**config.mk**
```make
export PLATFORM = sky130hd
export DESIGN_NAME = ssd_prep
export DESIGN_NICKNAME = d
export VERILOG_FILES = /design/src/sv/ssd_pkg.sv /design/src/sv/ssd_prep.sv
export SDC_FILE = /design/constraint.sdc
export NUM_CORES = 1
export LEC_CHECK = 0
export BUFFER_PORTS_ARGS = -buffer_cell sky130_fd_sc_hd__buf_4
export CAP_MARGIN = 20
export CORE_MARGIN = 2
export CORE_UTILIZATION = 45
export CTS_BUF_LIST = sky130_fd_sc_hd__clkbuf_4 sky130_fd_sc_hd__clkbuf_8
export DETAILED_ROUTE_END_ITERATION = 10
export PLACE_DENSITY_LB_ADDON = 0.08
export SYNTH_ARGS = -nofsm -noshare
export SYNTH_HDL_FRONTEND = slang
export SYNTH_SLANG_ARGS = --single-unit
```
**constraint.sdc**
```tcl
create_clock -name i_clk -period 2 [get_ports i_clk]
set_input_delay 0.4 -clock i_clk [delete_from_list [all_inputs] [get_ports i_clk]]
set_output_delay 0.4 -clock i_clk [all_outputs]
set_load 0.05 [all_outputs]
```
**src/sv/ssd_pkg.sv**
```systemverilog
// ----------------------------------------------------------------------------
// ssd_pkg
// Shared types for the signed shift-subtract divider pipeline.
// ----------------------------------------------------------------------------
package ssd_pkg;

    // special-case and sign flags that ride along with each item
    typedef struct packed {
        logic neg;
        logic ovf;
        logic zdiv;
    } t_flags;

    localparam t_flags FLAGS_NONE = '{neg: 1'b0, ovf: 1'b0, zdiv: 1'b0};

endpackage

```
**src/sv/ssd_prep.sv**
```systemverilog
// ----------------------------------------------------------------------------
// ssd_prep
// Input stage: operand magnitudes, quotient sign and special-case detection.
// ----------------------------------------------------------------------------
module ssd_prep #(
    parameter int WIDTH = 32
) (
    input  logic                 i_clk,
    input  logic                 i_rst_n,
    input  logic                 i_valid,
    input  logic [WIDTH-1:0]     i_dividend,
    input  logic [WIDTH-1:0]     i_divisor,
    output logic                 o_valid,
    output ssd_pkg::t_flags      o_flags,
    output logic [WIDTH-1:0]     o_rem,
    output logic [WIDTH-1:0]     o_nq,
    output logic [WIDTH-1:0]     o_den
);

    localparam logic [WIDTH-1:0] SMIN = {1'b1, {(WIDTH-1){1'b0}}};
    localparam logic [WIDTH-1:0] ONES = {WIDTH{1'b1}};

    logic                 r_valid;
    ssd_pkg::t_flags      r_flags;
    logic [WIDTH-1:0]     r_nq;
    logic [WIDTH-1:0]     r_den;
    ssd_pkg::t_flags      n_flags;
    logic [WIDTH-1:0]     n_nq;
    logic [WIDTH-1:0]     n_den;

    always_comb begin
        n_flags      = ssd_pkg::FLAGS_NONE;
        n_flags.zdiv = (i_divisor == '0);
        n_flags.ovf  = (i_dividend == SMIN) && (i_divisor == ONES);
        n_flags.neg  = i_dividend[WIDTH-1] ^ i_divisor[WIDTH-1];
        n_nq         = i_dividend[WIDTH-1] ? (~i_dividend + 1'b1) : i_dividend;
        n_den        = i_divisor[WIDTH-1] ? (~i_divisor + 1'b1) : i_divisor;
    end

    always_ff @(posedge i_clk) begin
        if (!i_rst_n) begin
            r_valid <= 1'b0;
        end else begin
            r_valid <= i_valid;
        end
    end

    always_ff @(posedge i_clk) begin
        r_flags <= n_flags;
        r_nq    <= n_nq;
        r_den   <= n_den;
    end

    assign o_valid = r_valid;
    assign o_flags = r_flags;
    assign o_rem   = '0;
    assign o_nq    = r_nq;
    assign o_den   = r_den;

endmodule

```
==> out/results.txt <==
Most Crowded Layer GR - met2
Routing usage on met1 - 22.1%
First drt pass iteration count - 4
Detail Route Antenna Nets - 0
Vias in the first global route - 2673
Largest cells by area after synthesis - dfxtp_1 42%, xnor2_1 16%, buf_4 7.5%, o31ai_1 4.7%, o41ai_1 3.5%
Ant. Diodes - 0
Port bufs - 134
Crit end category - register
Clock root buffer - clkbuf_8
Number of vias per cell - 4.94
Detailed-route DRC error count - 0
CP Launch Type - input port
Synth Register Bits - 68
CTS Buffer Depth - 2
Synth top cells by count - 68 x dfxtp_1, 57 x xnor2_1, 32 x buf_4
Vias - 2858
Most common cell in the synthesized netlist - dfxtp_1
Hold WC Path Type - input port to register
GPL Wtd Cong - 0.847
Synth Cell Area - 3210 um2
CTS resizes - 0
H-tree Lvls - 3
Mean Syn Cell Area - 9.84 um2
TritonCTS Sinks - 68
Crit-path max FO - 3
Die Ht - 88.5 um
Final hold viol count - 0
Post-Synthesis Cells - 326
PwrDens - 904 nW/um2
Met3 GRT Util - 6.34%
Post-synth EDFFs - 0
Ys Warns - 0
Die area - 7820 um2
Peak VDD IR - 0.484 mV
Met2 Usage GRT - 35.3%
DRT Wirelength - 8000 um
Area Overhead vs Synth - 40.8%
Initial antenna violation count - 0
Critical path class - input port to register
Num CTS Buffers - 9
Sequential area share after synthesis - 42.4%
CTS tree - yes
Slew Viols, Final - 0
Status - finished clean
Gr usage total - 20.4%
FP Rows - 30
Final net count - 550
Top cell type by total area after synthesis - dfxtp_1
Ys flop type - dfxtp_1
Leak - 1.90 nW
Fin crit period - 1.71 ns
Top cell type's share of synthesized area - 42.4%
Async SR Flop Fraction - 0%
Wirelength per Cell - 13.8 um
First-pass GRT wire length - 12100 um
Yosys cell types - 35
WP data required - 2.27 ns
Max-cap viol count - 0
Achievable frequency - 584 MHz
Hold buffer count at cts - 0
Initial Utilization - 47.0%
Reg clk slew, reported paths - 0.08 ns
Global route total overflow - 0
Die width - 88.5 um
DPL Wire Length - 6200 um
Final setup vio count - 0
Post-route setup TNS - 0 ns
CP Data Arrival Time - 1.99 ns
Proportion of layout cells with a drive suffix above 1 - 36.9%
RSZ-0062 raised after global routing - false
PnR Total Power - 0.00408 W
Final Cycle Share - 85.6%
DR iter-0 viols - 74
Core area - 6830 um2
Num ports - 167
Post-CTS Setup Repair Bufs - 0
Largest net degree at the start of global routing - 35
## layout make-up
class	instances	area [um2]
timing repair buffer	150	1130
tap	96	120
clock buffer	11	151
sequential	68	1360
inverter	6	22.5
clock inverter	5	83.8
multi-input combinational	243	1650
fill	613	2310
## worst paths after layout
path / slack, ns / startpoint / end / cells after the start
worst max-delay path: 0.29 / i_divisor[23] / o_den[30] / 5
worst min-delay path: 0.17 / i_dividend[0] / o_nq[0] / 1
## through the flow
step / worst slack, ns / instances / area [um2] / hold slack [ns] / util [%]
after floorplan: 0.129 / 357 / 3330 / 0.428 / -
after global placement: -0.0705 / 563 / 4280 / 0.531 / 62.7
after detailed placement: -0.0540 / 563 / 4280 / 0.533 / 62.7
after CTS: 0.301 / 579 / 4520 / 0.160 / 66.2
after global routing: 0.218 / 579 / 4520 / 0.162 / 66.2
final: 0.288 / 579 / 4520 / 0.174 / 66.2
## sequential cells by signal (all words and copies together) (netlist names)
| signal | count |
|---|---|
| o_den | 32 |
| o_flags | 3 |
| o_nq | 32 |
| o_valid | 1 |
## where the power goes
| part | internal (W) | leakage [nW] | switching, W |
|---|---|---|---|
| Clock | 0.000772 | 0.112 | 0.000539 |
| Sequential | 0.00149 | 0.572 | 0.0000361 |
| Combinational | 0.000388 | 1.22 | 0.000860 |
## critical path, cell delays in order
cell	delay [ns]
buf_4	0.11
or3_4	0.39
or4b_4	0.52
o41ai_2	0.41
xnor2_1	0.15
## logic make-up after synthesis
logic type	count (synthesis)	synth area share [%]
AO/OA/AOI/OAI	48	10.9
adder cells (fa/ha/maj)	5	1.95
flip-flops	68	42.4
buffers and inverters	46	9.67
XOR/XNOR	59	16.1
AND/OR/NAND/NOR	99	18.8
other	1	0.117
## layout by cell type, fill, tap and decap left out, types with 8 or more instances in the layout
master,n
o31ai_1,20
o21ai_0,14
nand2_1,23
nand4_1,12
nand2b_1,8
nor2_1,8
clkbuf_8,11
xnor2_1,57
conb_1,32
nor3_1,11
buf_4,150
dfxtp_1,68
o41ai_1,13
## layer usage
metal	wire length (um)	vias up
met2	4020	120
met1	3100	1320
met5	0	-
li1	-	1396
met4	240	0
met3	632	22
Note: power is estimated with default switching activity, not from simulation.
