### config.mk
export PLATFORM = sky130hd
export DESIGN_NAME = ssd_post
export DESIGN_NICKNAME = d
export VERILOG_FILES = /design/src/sv/ssd_pkg.sv /design/src/sv/ssd_post.sv
export SDC_FILE = /design/constraint.sdc
export NUM_CORES = 1
export LEC_CHECK = 0
export BUFFER_PORTS_ARGS = -buffer_cell sky130_fd_sc_hd__buf_4
export CAP_MARGIN = 20
export CELL_PAD_IN_SITES_DETAIL_PLACEMENT = 1
export CELL_PAD_IN_SITES_GLOBAL_PLACEMENT = 2
export CORE_ASPECT_RATIO = 2
export CORE_MARGIN = 8
export CORE_UTILIZATION = 27
export CTS_CLUSTER_DIAMETER = 120
export CTS_CLUSTER_SIZE = 25
export DETAILED_ROUTE_END_ITERATION = 8
export GPL_ROUTABILITY_DRIVEN = 0
export PLACE_DENSITY = 0.81
export SLEW_MARGIN = 20
export SYNTH_ARGS = -nofsm -noshare
export SYNTH_HDL_FRONTEND = slang
export SYNTH_SLANG_ARGS = --single-unit
### constraint.sdc
create_clock -name i_clk -period 2.7 [get_ports i_clk]
set_input_delay 0.54 -clock i_clk [delete_from_list [all_inputs] [get_ports i_clk]]
set_output_delay 0.54 -clock i_clk [all_outputs]
set_load 0.02 [all_outputs]
### src/sv/ssd_pkg.sv
// ----------------------------------------------------------------------------
// ssd_pkg
// Shared types for the signed shift-subtract divider pipeline.
// ----------------------------------------------------------------------------
package ssd_pkg;

    // special-case and sign flags that ride along with each item
    typedef struct packed {
        logic neg;
        logic ovf;
        logic zdiv;
    } t_flags;

    localparam t_flags FLAGS_NONE = '{neg: 1'b0, ovf: 1'b0, zdiv: 1'b0};

endpackage

### src/sv/ssd_post.sv
// ----------------------------------------------------------------------------
// ssd_post
// Output stage: applies the quotient sign and the special-case results.
// ----------------------------------------------------------------------------
module ssd_post #(
    parameter int WIDTH = 32
) (
    input  logic                 i_clk,
    input  logic                 i_rst_n,
    input  logic                 i_valid,
    input  ssd_pkg::t_flags      i_flags,
    input  logic [WIDTH-1:0]     i_mag,
    output logic                 o_valid,
    output logic [WIDTH-1:0]     o_quotient,
    output logic                 o_overflow_saturated,
    output logic                 o_zero_divisor
);

    localparam logic [WIDTH-1:0] SMAX = {1'b0, {(WIDTH-1){1'b1}}};

    logic                 r_valid;
    logic [WIDTH-1:0]     r_quotient;
    logic                 r_ovf;
    logic                 r_zdiv;
    logic [WIDTH-1:0]     n_quotient;

    always_comb begin
        if (i_flags.zdiv) begin
            n_quotient = '0;
        end else if (i_flags.ovf) begin
            n_quotient = SMAX;
        end else if (i_flags.neg) begin
            n_quotient = ~i_mag + 1'b1;
        end else begin
            n_quotient = i_mag;
        end
    end

    always_ff @(posedge i_clk) begin
        if (!i_rst_n) begin
            r_valid <= 1'b0;
        end else begin
            r_valid <= i_valid;
        end
    end

    always_ff @(posedge i_clk) begin
        r_quotient <= n_quotient;
        r_ovf      <= i_flags.ovf & ~i_flags.zdiv;
        r_zdiv     <= i_flags.zdiv;
    end

    assign o_valid              = r_valid;
    assign o_quotient           = r_quotient;
    assign o_overflow_saturated = r_ovf;
    assign o_zero_divisor       = r_zdiv;

endmodule

==> metrics.md, run 1 <==
| Metric | Value |
|---|---|
| WL per Instance | `roughly 18 um` |
| Core area | `7430 um2` |
| Synth cell count leaders | `dfxtp_1 (35), nor2_1 (25), nor3_1 (22), a21oi_1 (17), clkbuf_1 (16)` |
| RSZ-0062 raised after global routing | `no` |
| Cell taking the most area after synthesis | `dfxtp_1` |
| Final worst path period need | `2.33 ns` |
| Post-Syn Area | `2030 um2` |
| FMAX | `0.430 GHz` |
| Via density | `5.38` |
| EDFF count, synth | `0` |
| Syn-to-layout area delta | `39.0%` |
| Worst Setup End Kind | `flip-flop` |
| Synth cell types | `46` |
| Cell chain of the critical path | `buf_4 > inv_1 > ha_1 > or4b_2 > or4_1 > o2111a_1 > nor4_1` |
| Num Clock Sinks | `35` |
| Drt drc | `0` |
| Grt ovf | `0` |
| Drt pass-1 iters | `4` |
| Slew HR | `0.448` |
| Max incr delay on CP | `0.60 ns` |
| Total track usage | `0.138` |
| Final Slew Violations | `0` |
| Cts bufs inserted | `5` |
| Peak VDD IR | `0.264 mV` |
| Crit path kind | `in2reg` |
| Max Cap Viol | `0` |
| Final cell utilization of the core | `0.380` |
| Clock Path Buffers | `2` |
| CTS Root Buffer Type | `clkbuf_16` |
| Status | `complete, no violations` |
| Commonest register cell after synthesis | `dfxtp_1` |
| Largest net degree at the start of global routing | `47` |
| Share of cells above drive strength 1 | `0.307` |
| Lkg Pwr | `~0.0011 uW` |
| HPWL Detailed | `between 5000 and 6000 um` |
| Final Hold Violating Endpoints | `0` |
| GR Util met2 | `0.239` |
| Slew at the pin with the worst max-slew slack | `between 0.8 and 0.9 ns` |
| Chip width | `just under 80 um` |
| Rows | `45` |
| Initial drt markers | `approximately 100` |
| CTS H-tree depth | `2` |
| Post-synth top area share | `0.345` |
| WP data arrival | `approximately 2.5 ns` |
| Met1 Use GR | `0.155` |
| Starting density of the core | `0.273` |
| CTS tree | `yes` |
| Total Wirelength | `7400 um` |
| Hold_ws | `about 0.45 ns` |
| Routed Antenna Nets | `0` |
| Crit path max fanout | `3` |
| Final net count | `361` |
| Final setup violation count | `0` |
| Synth Instances | `253` |
| IO Count | `between 70 and 80` |
| Hold_buf cts | `0` |
| Port Buffers | `between 70 and 80` |
| Height of the die | `139 um` |
| Post-Synthesis Net Count | `just under 300` |
| Total die area | `around 11000 um2` |
| Sequential area share after synthesis | `0.345` |
| First-pass GRT wire length | `12200 um` |
| Mean Syn Cell Area | `8.03 um2` |
| Grt peak-use layer | `met2` |
| Top-count cell post-synth | `dfxtp_1` |
| CP max stage cell | `or4b_2` |
| Met3 Usage GRT | `0.0357` |
| Setup TNS Final | `0 ns` |
| Post-cts resize count | `0` |
| Synth Register Bits | `35` |
| Post-synth ARST share | `0` |
| Diodes inserted | `0` |
| Setup Fix Bufs, Post-CTS | `0` |
| Total number of vias | `2239` |
| Synth top area cells | `dfxtp_1 (35%), nor3_1 (5.4%), nor2_1 (4.6%)` |
| Tcrit/Tclk final | `0.861` |
| Synth Warn # | `0` |
| Pwr dens | `between 500 and 600 nW/um2` |
| WP data required | `2.89 ns` |
| Reg clk slew, reported paths | `0.06 ns` |
| Hold crit path type | `in2reg` |
| Initial antenna violation count | `0` |
| Critical path launch point type | `primary input` |
| Vias in the first global route | `2426` |
cell families after synthesis:
family	Yosys count	synth area share
xor+xnor	10	0.0431
simple gates	126	0.362
buf+inv	26	0.0499
flops	35	0.345
fa+ha+maj	2	0.0123
compound gates	51	0.173
mux	3	0.0148
path summary, 6_finish.rpt:
| path | startpoint | to | slack, ns | depth (start not counted) |
|---|---|---|---|---|
| max | i_mag[0] | o_quotient[24]$_SDFF_PP0_ | 0.37 | 7 |
| min | i_valid | o_valid$_SDFF_PN0_ | 0.45 | 2 |
critical path: cells and delay by family:
kind	cells	cell delay (ns)
AND/OR/NAND/NOR	3	1.31
AO/OA/AOI/OAI	1	0.27
adder cells (fa/ha/maj)	1	0.19
buffers and inverters	2	0.20
sequential cells by signal, summed over array words and instances (netlist names):
name / count
o_quotient: 32
o_zero_divisor: 1
o_overflow_saturated: 1
o_valid: 1
layer usage:
layer,routed length (um),vias up
met5,0,-
met4,131,0
met3,346,10
met2,3740,60
met1,3180,1070
li1,-,1099
cell usage in the layout (no fill, tap or decap), types with 4 or more instances in the layout:
master     synthesis  final
xor2_1             9      9
buf_4              0     82
nor3_1            22     22
o21ai_0            7      7
nor2_1            25     25
dfxtp_1           35     35
clkbuf_16          0      5
nand2_1           10     10
nor4_1            14     14
or3_1              6      6
a311oi_1           4      4
or4_1              8      8
a21oi_1           17     17
nand3_1           10     10
inv_1              5      5
report_power, final:
group	internal (uW)	switching, uW
clock network	341	231
registers	557	13.0
logic	138	188
layout make-up:
cell class,count,area (um2)
fillers,934,4610
flip-flops and latches,35,701
multi-input cells,192,1230
well taps,94,118
inverters,5,18.8
clock inverters,2,12.5
clock buffers,6,129
repair buffers,82,616
metrics by stage:
step                      cell area, um2  power, uW  instances  setup slack, ns
after floorplan                     2030        746        253            0.314
after global placement              2680        902        408            0.123
after global routing                2820       1530        416            0.287
after CTS                           2820       1480        416            0.365
after detailed placement            2680        911        408           0.0475
final                               2820       1470        416            0.374
(Power assumes the default switching activity.)
==> inputs of run 2 (changes only) <==
--- a/config.mk
+++ b/config.mk
@@ -10,7 +10,7 @@
 export CELL_PAD_IN_SITES_DETAIL_PLACEMENT = 1
 export CELL_PAD_IN_SITES_GLOBAL_PLACEMENT = 2
 export CORE_ASPECT_RATIO = 2
-export CORE_MARGIN = 8
+export CORE_MARGIN = 2
 export CORE_UTILIZATION = 27
 export CTS_CLUSTER_DIAMETER = 120
 export CTS_CLUSTER_SIZE = 25
==> run 2 against run 1 <==
Compared with the run above:
- utilization increased by 1.0 points
- cell count unchanged
- clock power shrank 2%
- combinational power about the same
- cell area grew 0.44%
- maximum frequency is 1.6% lower
- worst hold slack improved by 0.0054 ns
- critical path depth fell by 1
==> metrics.md, run 2 (synthesis gave the netlist of run 1 again) <==
| Metric | Value |
|---|---|
| Status | `complete, no violations (unchanged)` |
| Largest net degree at the start of global routing | `47 (unchanged)` |
| Share of cells above drive strength 1 | `0.312 (was 0.307)` |
| Routed Antenna Nets | `0 (unchanged)` |
| Crit path max fanout | `6 (was 3)` |
| Total die area | `8270 um2 (was 10700 um2)` |
| Height of the die | `127 um (was 139 um)` |
| CP max stage cell | `or4_4 (was or4b_2)` |
| Internal power | `1040 uW (about the same)` |
| Vias in the first global route | `2320 (was 2426)` |
| Sw Pwr | `416 uW (was 432 uW)` |
| IO Count | `73 (unchanged)` |
| Sw frac | `0.287 (was 0.294)` |
| Comb power frac | `0.224 (was 0.222)` |
| Critical path launch point type | `primary input (unchanged)` |
| Max FFs per register | `32 (unchanged)` |
| Slew HR | `0.676 (was 0.448)` |
| Hold crit path type | `in2reg (unchanged)` |
| Final worst path period need | `2.36 ns (was 2.33 ns)` |
| Lkg Pwr | `0.00113 uW (was 0.00112 uW)` |
| Max Cap Viol | `0 (unchanged)` |
| Clock Power Share | `0.384 (was 0.389)` |
| Clock Path Buffers | `2 (unchanged)` |
| Starting density of the core | `0.279 (was 0.273)` |
| FMAX | `0.423 GHz (was 0.430 GHz)` |
| Total power | `1450 uW (was 1470 uW)` |
| Drt drc | `0 (unchanged)` |
| Grt ovf | `0 (unchanged)` |
| RSZ-0062 raised after global routing | `no (unchanged)` |
| Setup TNS Final | `0 ns (unchanged)` |
| WL per Instance | `16.8 um (was 17.8 um)` |
| Total Wirelength | `7000 um (was 7400 um)` |
| First-pass GRT wire length | `11400 um (was 12200 um)` |
| Core area | `7270 um2 (was 7430 um2)` |
| Drt pass-1 iters | `5 (was 4)` |
| Chip width | `65.3 um (was 77.3 um)` |
| Hold_buf cts | `0 (unchanged)` |
| Final Hold Violating Endpoints | `0 (unchanged)` |
| CTS H-tree depth | `2 (unchanged)` |
| CTS tree | `yes (unchanged)` |
| WP data arrival | `2.60 ns (was 2.52 ns)` |
| Commonest cells after routing, fill and taps aside | `buf_4 (84), dfxtp_1 (35), nor2_1 (25) (was buf_4 (82), dfxtp_1 (35), nor2_1 (25))` |
| Final setup violation count | `0 (unchanged)` |
| WP data required | `2.93 ns (was 2.89 ns)` |
| Seq pwr share | `0.391 (was 0.388)` |
| Slew at the pin with the worst max-slew slack | `0.486 ns (was 0.828 ns)` |
| CTS Root Buffer Type | `clkbuf_16 (unchanged)` |
| Tcrit/Tclk final | `0.876 (was 0.861)` |
| Num Clock Sinks | `35 (unchanged)` |
| Post-cts resize count | `0 (unchanged)` |
| Initial antenna violation count | `0 (unchanged)` |
| Commonest non-fill, non-tap cell in the layout | `buf_4 (unchanged)` |
| HPWL Detailed | `5220 um (was 5490 um)` |
| Worst Setup End Kind | `flip-flop (unchanged)` |
| Total track usage | `0.177 (was 0.138)` |
| Reg clk slew, reported paths | `0.06 ns (about the same)` |
| Final Slew Violations | `0 (unchanged)` |
| Syn-to-layout area delta | `39.6% (was 39.0%)` |
| Rows | `44 (was 45)` |
| Setup Fix Bufs, Post-CTS | `0 (unchanged)` |
| Total number of vias | `2275 (was 2239)` |
| Diodes inserted | `0 (unchanged)` |
| Cts bufs inserted | `5 (unchanged)` |
| Peak VDD IR | `0.310 mV (was 0.264 mV)` |
| Port Buffers | `72 (unchanged)` |
| Cell chain of the critical path | `buf_4 > or4_4 > or4_4 > o2111a_1 > nor4_1 > buf_4 (was buf_4 > inv_1 > ha_1 > or4b_2 > or4_1 > o2111a_1 > nor4_1)` |
| Pwr dens | `512 nW/um2 (was 520 nW/um2)` |
| Max incr delay on CP | `0.58 ns (was 0.60 ns)` |
| Crit path kind | `in2reg (unchanged)` |
| Via density | `5.47 (was 5.38)` |
| Final net count | `363 (was 361)` |
| Initial drt markers | `109 (was 103)` |
## run 2: critical path: cells and delay by family
family          cells  cell delay [ns]
compound gates      1             0.25
buf+inv             2             0.31
simple gates        3             1.50
## run 2: per-layer routing
layer | up-vias | track usage | wire length, um
met3 | 14 | 0.0275 | 223
li1 | 1097 | - | -
met4 | 0 | 0.0870 | 232
met2 | 60 | 0.330 | 3940
met5 | - | 0 | 0
met1 | 1104 | 0.184 | 2610
## run 2: final cells by class
type / instances / area (um2)
multi-input cells: 192 / 1230
flip-flops and latches: 35 / 701
repair buffers: 84 / 631
well taps: 92 / 115
fillers: 918 / 4430
clock buffers: 6 / 129
clock inverters: 2 / 12.5
inverters: 5 / 18.8
## run 2: final timing paths
kind	startpoint	end	slack, ns	cells after the start
worst min-delay path	i_valid	o_valid$_SDFF_PN0_	0.46	2
worst max-delay path	i_mag[11]	o_quotient[14]$_SDFF_PP0_	0.34	6
## run 2: per-stage QoR
stage          worst slack [ns]  hold WS, ns  cells  instance area [um2]  utilization
3_5_place_dp             0.0418        0.748    408                 2690        0.371
2_1_floorplan             0.314        0.568    253                 2030            -
6_report                  0.336        0.458    416                 2840        0.390
3_3_place_gp             0.0341        0.740    408                 2690        0.371
4_1_cts                   0.324        0.452    416                 2840        0.390
5_1_grt                   0.265        0.467    416                 2840        0.390
## run 2: power groups by stage
stage               Clock [uW]  Sequential [uW]  Combinational (uW)
finish                     558              568                 326
global route               592              571                 354
CTS                        578              569                 330
detailed placement           0              580                 329
global placement             0              580                 325
floorplan                    0              629                 117
