--- src/sv/ssd_pkg.sv ---
// ----------------------------------------------------------------------------
// ssd_pkg
// Shared types for the signed shift-subtract divider pipeline.
// ----------------------------------------------------------------------------
package ssd_pkg;

    // special-case and sign flags that ride along with each item
    typedef struct packed {
        logic neg;
        logic ovf;
        logic zdiv;
    } t_flags;

    localparam t_flags FLAGS_NONE = '{neg: 1'b0, ovf: 1'b0, zdiv: 1'b0};

endpackage

--- src/sv/ssd_stage.sv ---
// ----------------------------------------------------------------------------
// ssd_stage
// One restoring division step: shifts in one dividend bit, trial-subtracts
// the divisor and shifts one quotient bit into the low end.
// ----------------------------------------------------------------------------
module ssd_stage #(
    parameter int WIDTH = 32
) (
    input  logic                 i_clk,
    input  logic                 i_rst_n,
    input  logic                 i_valid,
    input  ssd_pkg::t_flags      i_flags,
    input  logic [WIDTH-1:0]     i_rem,
    input  logic [WIDTH-1:0]     i_nq,
    input  logic [WIDTH-1:0]     i_den,
    output logic                 o_valid,
    output ssd_pkg::t_flags      o_flags,
    output logic [WIDTH-1:0]     o_rem,
    output logic [WIDTH-1:0]     o_nq,
    output logic [WIDTH-1:0]     o_den
);

    logic                 r_valid;
    ssd_pkg::t_flags      r_flags;
    logic [WIDTH-1:0]     r_rem;
    logic [WIDTH-1:0]     r_nq;
    logic [WIDTH-1:0]     r_den;
    logic [WIDTH:0]       trial;
    logic [WIDTH:0]       diff;
    logic                 fits;
    logic [WIDTH-1:0]     n_rem;
    logic [WIDTH-1:0]     n_nq;

    always_comb begin
        trial = {i_rem, i_nq[WIDTH-1]};
        diff  = trial - {1'b0, i_den};
        fits  = ~diff[WIDTH];
        n_rem = fits ? diff[WIDTH-1:0] : trial[WIDTH-1:0];
        n_nq  = {i_nq[WIDTH-2:0], fits};
    end

    always_ff @(posedge i_clk) begin
        if (!i_rst_n) begin
            r_valid <= 1'b0;
        end else begin
            r_valid <= i_valid;
        end
    end

    always_ff @(posedge i_clk) begin
        r_flags <= i_flags;
        r_rem   <= n_rem;
        r_nq    <= n_nq;
        r_den   <= i_den;
    end

    assign o_valid = r_valid;
    assign o_flags = r_flags;
    assign o_rem   = r_rem;
    assign o_nq    = r_nq;
    assign o_den   = r_den;

endmodule

--- config.mk ---
export PLATFORM = sky130hd
export DESIGN_NAME = ssd_stage
export DESIGN_NICKNAME = d
export VERILOG_FILES = /design/src/sv/ssd_pkg.sv /design/src/sv/ssd_stage.sv
export SDC_FILE = /design/constraint.sdc
export NUM_CORES = 1
export LEC_CHECK = 0
export ABC_AREA = 1
export BUFFER_PORTS_ARGS = -buffer_cell sky130_fd_sc_hd__clkbuf_2
export CAP_MARGIN = 10
export CORE_MARGIN = 10
export CORE_UTILIZATION = 34
export CTS_BUF_LIST = sky130_fd_sc_hd__clkbuf_8
export DETAILED_ROUTE_END_ITERATION = 6
export GPL_TIMING_DRIVEN = 0
export SLEW_MARGIN = 15
export SYNTH_ARGS = -nofsm -noshare
export SYNTH_HDL_FRONTEND = slang
export SYNTH_SLANG_ARGS = --single-unit
--- constraint.sdc ---
create_clock -name i_clk -period 2.5 [get_ports i_clk]
set_input_delay 0.125 -clock i_clk [delete_from_list [all_inputs] [get_ports i_clk]]
set_output_delay 0.125 -clock i_clk [all_outputs]
set_load 0.02 [all_outputs]
==> results_dict.tcl, run 1 <==
set metrics [dict create \
    rsz0062_at_grt "false" \
    drc 0 \
    final_cells 1291 \
    yosys_warnings 0 \
    grt_pass1_wl_um 27280 \
    seq_power_share_pct 42.1 \
    arrival_ns 2.63 \
    dp.cells 1174 \
    drive_gt1_share_pct 21.69 \
    die_x_um 143.4 \
    synth-seq-cells 100 \
    final-setup-viol-count 0 \
    dr.pass1.iters 4 \
    powerDensity_nw_per_um2 558.5 \
    yosys-top-cells-count "336 x nand2_1, 158 x inv_1, 100 x dfxtp_1, 39 x nor2_1, 32 x ha_1" \
    synth_top_cell_by_area "dfxtp_1" \
    required_ns 2.84 \
    synthMuxAreaShare_pct 0 \
    cts_root_buf "clkbuf_8" \
    worstHoldPathType "input pin to flip-flop" \
    fin_crit_sh_pct 91.54 \
    switchingPower_w 0.001570 \
    layout_min_cycle_time_ns 2.288 \
    antenna_found_initial 1 \
    grt_pass1_vias 5564 \
    drv_cap 0 \
    critPathKind "input pin to flip-flop" \
    vias 5478 \
    track_usage_pct 16.72 \
    postSynthAreaPerCell_um2 6.591 \
    pwr-share-comb_pct 32.8 \
    cts.sinks 100 \
    p_leak_nw 4.545 \
    core.rowCount 45 \
    yosysSeqAreaShare_pct 38.69 \
    synth_edf_count 0 \
    numPortBuffers 201 \
    grt_overflow_total 0 \
    synth_compound_area_share_pct 3.579 \
    fin_setup_tns_ns 0 \
    fin_area_um2 7637 \
    wl_per_cell_um 13.54 \
    async_reset_ff_share_pct 0 \
    synth_top_area_share_pct 38.69 \
    wl_um 17480 \
    slew_headroom_pct 77.26 \
    dpl.hpwl_um 13880 \
    fill_cells 1566 \
    synth_area_leaders "dfxtp_1 39%, nand2_1 24%, inv_1 11%" \
    worst-slew-pin-transition_ns 0.3384 \
    syn_nets 920 \
    fmax_mhz 437.0 \
    crit_fanout 10 \
    path_clk_slew_ns 0.11 \
    maxSlewViolCount 0 \
    ant_nets 0 \
    die_y_um 143.4 \
    status "complete, no violations" \
    yosysMostFrequentCell "nand2_1" \
    placed_cell_area_um2 6415 \
    numCtsBuffers 9 \
    power_frac_clock_pct 25.1 \
    syn2layout_area_growth_pct 47.62 \
    postSynthCellCount 785 \
    die_area_um2 20550 \
    intPower_w 0.002695 \
    ys_types 24 \
    via_per_inst 4.243 \
    start_util_pct 34.42 \
    grt_max_degree 21 \
    cp-end-kind "flip-flop" \
    gp_congestion 0.8959 \
    vdd_drop_max_mv 0.3460 \
    worstSetupStartpointType "input pin" \
    cts_tree "built" \
    final_nets 1232 \
    ys.flop_type "dfxtp_1" \
    synth-simple-area-share_pct 34.29 \
    io_pins 202 \
    core_area_um2 15030 \
    cts_max_path_buffers 2 \
    cts_max_level 3 \
    synthAdderAreaFrac_pct 8.126 \
    drt_iter0_markers 254 \
    synth_top_family_by_area "simple AND/OR/NAND/NOR gates" \
    finalHoldViolCount 0 \
    synth-xor-area-share_pct 2.539 \
    swShare_pct 36.81 \
    cts_setup_buffers 0 \
    syn_area_um2 5174 \
]
-- critical path, cell delays in order --
cell and delay (ns):
dlygate4sd3_1 0.52, clkbuf_2 0.11, inv_1 0.04, ha_1 0.21
fa_2 0.36, inv_1 0.11, nand2_1 0.06, nand2_1 0.07
nand3_1 0.08, nand2_2 0.13, nand2_1 0.08, nand2_2 0.11
nand2_2 0.08, nand2_2 0.08, nand2_2 0.06, nand2_4 0.11
buf_6 0.17, nand2_1 0.06, nand2_1 0.06
-- cells in the final DEF (no fill, tap or decap), types with 2 or more instances in the layout --
cell           count
nor2_1            39
and2_1             4
dfxtp_1          100
nand3b_1           2
xor2_1            14
nand3_1           31
inv_2              2
inv_1            158
a21oi_1           23
buf_6              4
dlygate4sd3_1    100
a21oi_2            2
clkbuf_2         201
buf_8              2
nand2_4            2
nor3_1             6
nand2_2            8
inv_8              4
ha_1              32
o21bai_1           7
nand4_1            8
clkbuf_8           9
nand2_1          336
-- per-layer routing --
metal	track usage, %	vias to the layer above	part of all wire (%)
met5	0	-	0
met4	4.030	0	0.99
met3	4.587	9	7.5
met2	28.88	147	47
met1	20.10	2365	45
li1	-	2957	-
-- kinds of logic (layout without fill, tap and decap cells) --
logic type                 count (synthesis)  in the layout
DFF                                      100            100
other                                      0              1
AOI/OAI and AO/OA                         32             32
adders and majority gates                 33             33
buffers and inverters                    166            483
and+or+nand+nor                          439            439
xor gates and xnor gates                  15             15
-- power groups by stage --
stage	registers, W	clock network [W]	logic [W]
6_report	0.00179	0.00107	0.00140
5_1_grt	0.00181	0.00118	0.00157
4_1_cts	0.00180	0.00114	0.00141
3_5_place_dp	0.00183	0	0.00127
3_3_place_gp	0.00183	0	0.00127
2_1_floorplan	0.00204	0	0.000619
-- sequential cells by signal, indices dropped and copies added, names as in the netlist --
register  flops
o_den        32
o_flags       3
o_nq         32
o_rem        32
o_valid       1
-- through the flow --
stage	util, %	power [W]	hold WS [ns]	setup WS [ns]
after detailed placement	42.67	0.003108	0.2294	0.2531
after global placement	42.67	0.003099	0.2273	0.2451
after global routing	50.80	0.004556	0.1715	0.002822
final	50.80	0.004266	0.1485	0.2115
after CTS	50.67	0.004338	0.1125	0.1374
after floorplan	-	0.002658	0.1527	0.6579
-- repair_timing --
action | CTS | global route
resized for setup | 0 | 5
hold buffers | 100 | 0
setup endpoints to repair | 0 | 32
hold endpoints to repair | 99 | 0
-- cell type report --
| cell class | count | area [um2] | area share, % |
|---|---|---|---|
| antenna | 1 | 2.502 | 0.03277 |
| buffer | 6 | 75.07 | 0.9830 |
| clock buffer | 9 | 123.9 | 1.622 |
| clock inverter | 7 | 77.57 | 1.016 |
| inverter | 160 | 600.6 | 7.864 |
| multi-input combinational | 519 | 2514 | 32.91 |
| sequential | 100 | 2002 | 26.21 |
| tap | 188 | 235.2 | 3.080 |
| timing repair buffer | 301 | 2007 | 26.28 |
-- final timing paths --
kind,startpoint,endpoint,slack (ns),cells after the start
setup / recovery,i_nq[31],o_rem[20],0.21,19
hold / removal,i_rem[31],o_rem[31],0.15,5
(Power assumes the default switching activity.)
==> inputs of run 2 (changes only) <==
--- a/config.mk
+++ b/config.mk
@@ -10,7 +10,6 @@
 export CAP_MARGIN = 10
 export CORE_MARGIN = 10
 export CORE_UTILIZATION = 34
-export CTS_BUF_LIST = sky130_fd_sc_hd__clkbuf_8
 export DETAILED_ROUTE_END_ITERATION = 6
 export GPL_TIMING_DRIVEN = 0
 export SLEW_MARGIN = 15
==> results_dict.tcl, run 2 (synthesis gave the netlist of run 1 again) <==
set metrics [dict create \
    cpPeakStageDelay_ns 0.52 \
    antenna_found_initial 1 \
    start_util_pct 34.42 \
    rsz0062_at_grt "false" \
    setup_ws_ns 0.2125 \
    status "complete, no violations" \
    seq_area_um2 2002 \
    wl_per_cell_um 13.58 \
    cts_root_buf "clkbuf_16" \
    fin_setup_tns_ns 0 \
    final_util_pct 51.58 \
    slew_headroom_pct 77.27 \
    grt_pass1_wl_um 27400 \
    worstSetupStartpointType "input pin" \
    layout_common_cells "336 x nand2_1, 201 x clkbuf_2, 158 x inv_1, 100 x dlygate4sd3_1, 100 x dfxtp_1" \
    met2RoutedLength_um 8321 \
    fin_crit_sh_pct 91.50 \
    hold_end "o_rem[31]" \
    hold_start "i_rem[31]" \
    vdd_drop_max_mv 0.2969 \
    critPathKind "input pin to flip-flop" \
    vias 5496 \
    hold_depth 5 \
    cts_tree "built" \
    powerDensity_nw_per_um2 597.4 \
    cp-end-kind "flip-flop" \
    critPathSlowestCell "dlygate4sd3_1" \
    via_per_inst 4.251 \
    final_nets 1234 \
    place_ws_ns 0.2531 \
    numCtsBuffers 9 \
    path_clk_slew_ns 0.08 \
    highest_layer "met4" \
    finalHoldViolCount 0 \
    final-setup-viol-count 0 \
    cts_max_level 3 \
    maxSlewViolCount 0 \
    fill_cells 1565 \
    crit_fanout 10 \
    layout_min_cycle_time_ns 2.288 \
    numPortBuffers 201 \
    gp_congestion 0.8959 \
    grt_max_degree 21 \
    arrival_ns 2.58 \
    drt_iter0_markers 219 \
    required_ns 2.79 \
    die_x_um 143.4 \
    wl_um 17560 \
    syn2layout_area_growth_pct 49.87 \
    track_usage_pct 16.73 \
    dpl.hpwl_um 13880 \
    drv_cap 0 \
    path_cells "dlygate4sd3_1 > clkbuf_2 > inv_1 > ha_1 > fa_2 > inv_1 > nand2_1 > nand2_1 > nand3_1 > nand2_2 > nand2_1 > nand2_2 > nand2_2 > nand2_2 > nand2_2 > nand2_4 > buf_6 > nand2_1 > nand2_1" \
    p_leak_nw 4.601 \
    grt_overflow_total 0 \
    fmax_mhz 437.2 \
    io_pins 202 \
    core_area_um2 15030 \
    worst-slew-pin-transition_ns 0.3384 \
    m1WireLength_um 7930 \
    wl_met3_um 1238 \
    die_area_um2 20550 \
    core.rowCount 45 \
    grt_pass1_vias 5587 \
    cts_max_path_buffers 2 \
    drc 0 \
    ant_nets 0 \
    die_y_um 143.4 \
    multi_input_area_um2 2514 \
    dr.pass1.iters 4 \
    cts.sinks 100 \
    layout_commonest_cell "nand2_1" \
    drive_gt1_share_pct 21.83 \
    worstHoldPathType "input pin to flip-flop" \
]
run 2: layout make-up:
cell class / instances / area share (%)
flip-flops and latches: 100 / 25.82
clock buffers: 9 / 2.905
multi-input cells: 519 / 32.42
inverters: 160 / 7.746
well taps: 188 / 3.034
repair buffers: 303 / 26.08
clock inverters: 7 / 1.000
diodes: 1 / 0.03227
plain buffers: 6 / 0.9682
run 2: worst max-delay path by stage:
stage | startpoint | endpoint | slack [ns] | cells past startpoint
4_1_cts | i_nq[31] | o_rem[20] | 0.08 | 19
3_3_place_gp | i_nq[31] | o_rem[26] | 0.25 | 17
5_1_grt | i_nq[31] | o_rem[16] | 0.008 | 18
3_5_place_dp | i_nq[31] | o_rem[21] | 0.25 | 17
2_1_floorplan | i_nq[31] | o_rem[19] | 0.66 | 16
6_report | i_nq[31] | o_rem[20] | 0.21 | 19
run 2: worst max-delay path: cells and delay by family:
| family | cells | cell delay, ns |
|---|---|---|
| adders and majority gates | 2 | 0.57 |
| buffers and inverters | 5 | 0.95 |
| and+or+nand+nor | 12 | 0.93 |
run 2: where the power goes:
part           internal, W  switching (W)  leakage [nW]
sequential         0.00175      0.0000415         0.843
combinational     0.000547       0.000861          3.61
clock             0.000715       0.000715         0.146
total              0.00302        0.00162          4.60
run 2: what timing repair did:
action | CTS | global route
endpoints found under the hold margin | 99 | 0
endpoints found under the setup margin | 0 | 32
resized for setup | 0 | 5
setup buffers | 0 | 2
hold buffers | 100 | 0
run 2: through the flow:
step	hold WS [ns]	total power [W]	cells	area, um2
2_1_floorplan	0.1527	0.002658	785	5174
3_3_place_gp	0.2273	0.003099	1174	6415
3_5_place_dp	0.2294	0.003108	1174	6415
4_1_cts	0.1636	0.004689	1290	7719
5_1_grt	0.2211	0.004925	1293	7754
6_report	0.1902	0.004632	1293	7754
run 2: layer usage:
metal  global-route usage (%)  up-vias
li1                         -     2965
met4                    3.869        0
met3                    4.488        2
met2                    29.05      156
met1                    20.12     2373
met5                        0        -
==> inputs of run 3 (changes only) <==
--- a/config.mk
+++ b/config.mk
@@ -6,12 +6,13 @@
 export NUM_CORES = 1
 export LEC_CHECK = 0
 export ABC_AREA = 1
-export BUFFER_PORTS_ARGS = -buffer_cell sky130_fd_sc_hd__clkbuf_2
 export CAP_MARGIN = 10
 export CORE_MARGIN = 10
 export CORE_UTILIZATION = 34
 export DETAILED_ROUTE_END_ITERATION = 6
+export DONT_BUFFER_PORTS = 1
 export GPL_TIMING_DRIVEN = 0
+export MAX_ROUTING_LAYER = met4
 export SLEW_MARGIN = 15
 export SYNTH_ARGS = -nofsm -noshare
 export SYNTH_HDL_FRONTEND = slang
==> results_dict.tcl, run 3 (synthesis gave the netlist of run 1 again) <==
set metrics [dict create \
    gp_congestion 0.9005 \
    cp-end-kind "flip-flop" \
    rsz0062_at_grt "false" \
    drt_iter0_markers 242 \
    p_leak_nw 3.748 \
    maxSlewViolCount 0 \
    core_area_um2 15030 \
    hold_start "i_den[0]" \
    drc 0 \
    worstHoldPathType "input pin to flip-flop" \
    crit_fanout 10 \
    layout_commonest_cell "nand2_1" \
    cts_max_level 3 \
    layout_common_cells "336 x nand2_1, 158 x inv_1, 100 x dlygate4sd3_1, 100 x dfxtp_1, 39 x nor2_1" \
    cts_root_buf "clkbuf_16" \
    antenna_found_initial 0 \
    grt_pass1_vias 4963 \
    grt_overflow_total 0 \
    cts_tree "built" \
    final_cells 1089 \
    path_clk_slew_ns 0.08 \
    fin_setup_tns_ns 0 \
    drv_cap 0 \
    die_y_um 143.4 \
    dpl.hpwl_um 13500 \
    powerDensity_nw_per_um2 648.0 \
    ant_nets 0 \
    pwr-share-comb_pct 21.6 \
    cts.sinks 100 \
    cts_resized 0 \
    required_ns 2.79 \
    wl_um 17090 \
    die_x_um 143.4 \
    dp.cells 973 \
    fin_area_um2 6700 \
    hold_depth 4 \
    critPathKind "input pin to flip-flop" \
    grt_max_degree 20 \
    io_pins 202 \
    swShare_pct 34.60 \
    hold_end "o_rem[0]" \
    numPortBuffers 0 \
    via_per_inst 4.423 \
    numCtsBuffers 9 \
    switchingPower_w 0.001502 \
    fmax_mhz 552.8 \
    setup_ws_ns 0.6910 \
    wl_per_cell_um 15.69 \
    slew_headroom_pct 77.57 \
    intPower_w 0.002840 \
    dr.pass1.iters 4 \
    vdd_drop_max_mv 0.2992 \
    seq_power_share_pct 46.9 \
    arrival_ns 2.10 \
    placed_cell_area_um2 5409 \
    fin_crit_sh_pct 72.36 \
    track_usage_pct 16.74 \
    status "complete, no violations" \
    layout_min_cycle_time_ns 1.809 \
    vias 4817 \
    drive_gt1_share_pct 4.107 \
    diodes 0 \
    syn2layout_area_growth_pct 29.50 \
    start_util_pct 34.42 \
    place_ws_ns 0.3103 \
    final-setup-viol-count 0 \
    grt_pass1_wl_um 26150 \
    worstSetupStartpointType "input pin" \
    final_nets 1031 \
    worst-slew-pin-transition_ns 0.3340 \
    die_area_um2 20550 \
    power_frac_clock_pct 31.5 \
    cts_max_path_buffers 2 \
    finalHoldViolCount 0 \
    path_cells "inv_1 > ha_1 > fa_1 > inv_1 > nand2_1 > nand2_1 > nand3_1 > nand2_2 > nand2_1 > nand2_2 > nand2_2 > nand2_2 > nand2_2 > nand2_4 > buf_4 > nand2_1 > nand2_1" \
    core.rowCount 45 \
    cpPeakStageDelay_ns 0.41 \
    power_w 0.004342 \
    critPathSlowestCell "fa_1" \
]
-- run 3: cell type report --
| type | count | area [um2] |
|---|---|---|
| fillers | 1578 | 8333 |
| plain buffers | 6 | 60.06 |
| flip-flops and latches | 100 | 2002 |
| multi-input cells | 519 | 2511 |
| clock inverters | 7 | 65.06 |
| well taps | 188 | 235.2 |
| repair buffers | 100 | 1001 |
| clock buffers | 9 | 225.2 |
| inverters | 160 | 600.6 |
-- run 3: worst max-delay path by stage --
stage,from,slack (ns),to
after global routing,i_nq[31],0.52,o_rem[26]
final,i_nq[31],0.69,o_rem[20]
after detailed placement,i_nq[31],0.31,o_rem[13]
after global placement,i_nq[31],0.30,o_rem[13]
after CTS,i_nq[31],0.67,o_rem[20]
after floorplan,i_nq[31],0.66,o_rem[19]
-- run 3: routing by layer --
| metal | track usage, % | vias to the layer above | part of all wire, % |
|---|---|---|---|
| li1 | - | 2552 | - |
| met1 | 20.27 | 2090 | 44 |
| met2 | 26.63 | 157 | 46 |
| met3 | 4.125 | 18 | 8.4 |
| met4 | 6.018 | 0 | 1.9 |
| met5 | - | - | 0 |
-- run 3: timing repair --
item                      4_1_cts  5_1_grt
hold endpoints to repair       99        0
buffers inserted                0        0
hold buffers                  100        0
-- run 3: metrics by stage --
| stage | hold WS (ns) | util (%) |
|---|---|---|
| after floorplan | 0.1527 | - |
| after global placement | 0.1528 | 35.98 |
| after detailed placement | 0.1528 | 35.98 |
| after CTS | 0.02698 | 44.57 |
| after global routing | 0.03895 | 44.57 |
| final | 0.03104 | 44.57 |
-- run 3: critical path, delay by kind of cell --
family,cells,cell delay [ns]
simple gates,12,0.98
fa+ha+maj,2,0.62
buf+inv,3,0.34
-- run 3: power by group through the flow --
stage	sequential (W)	combinational, W	clock, W
after floorplan	0.00204	0.000619	0
after detailed placement	0.00208	0.000816	0
final	0.00204	0.000939	0.00137
after global routing	0.00205	0.00108	0.00147
after CTS	0.00204	0.000947	0.00141
after global placement	0.00208	0.000814	0
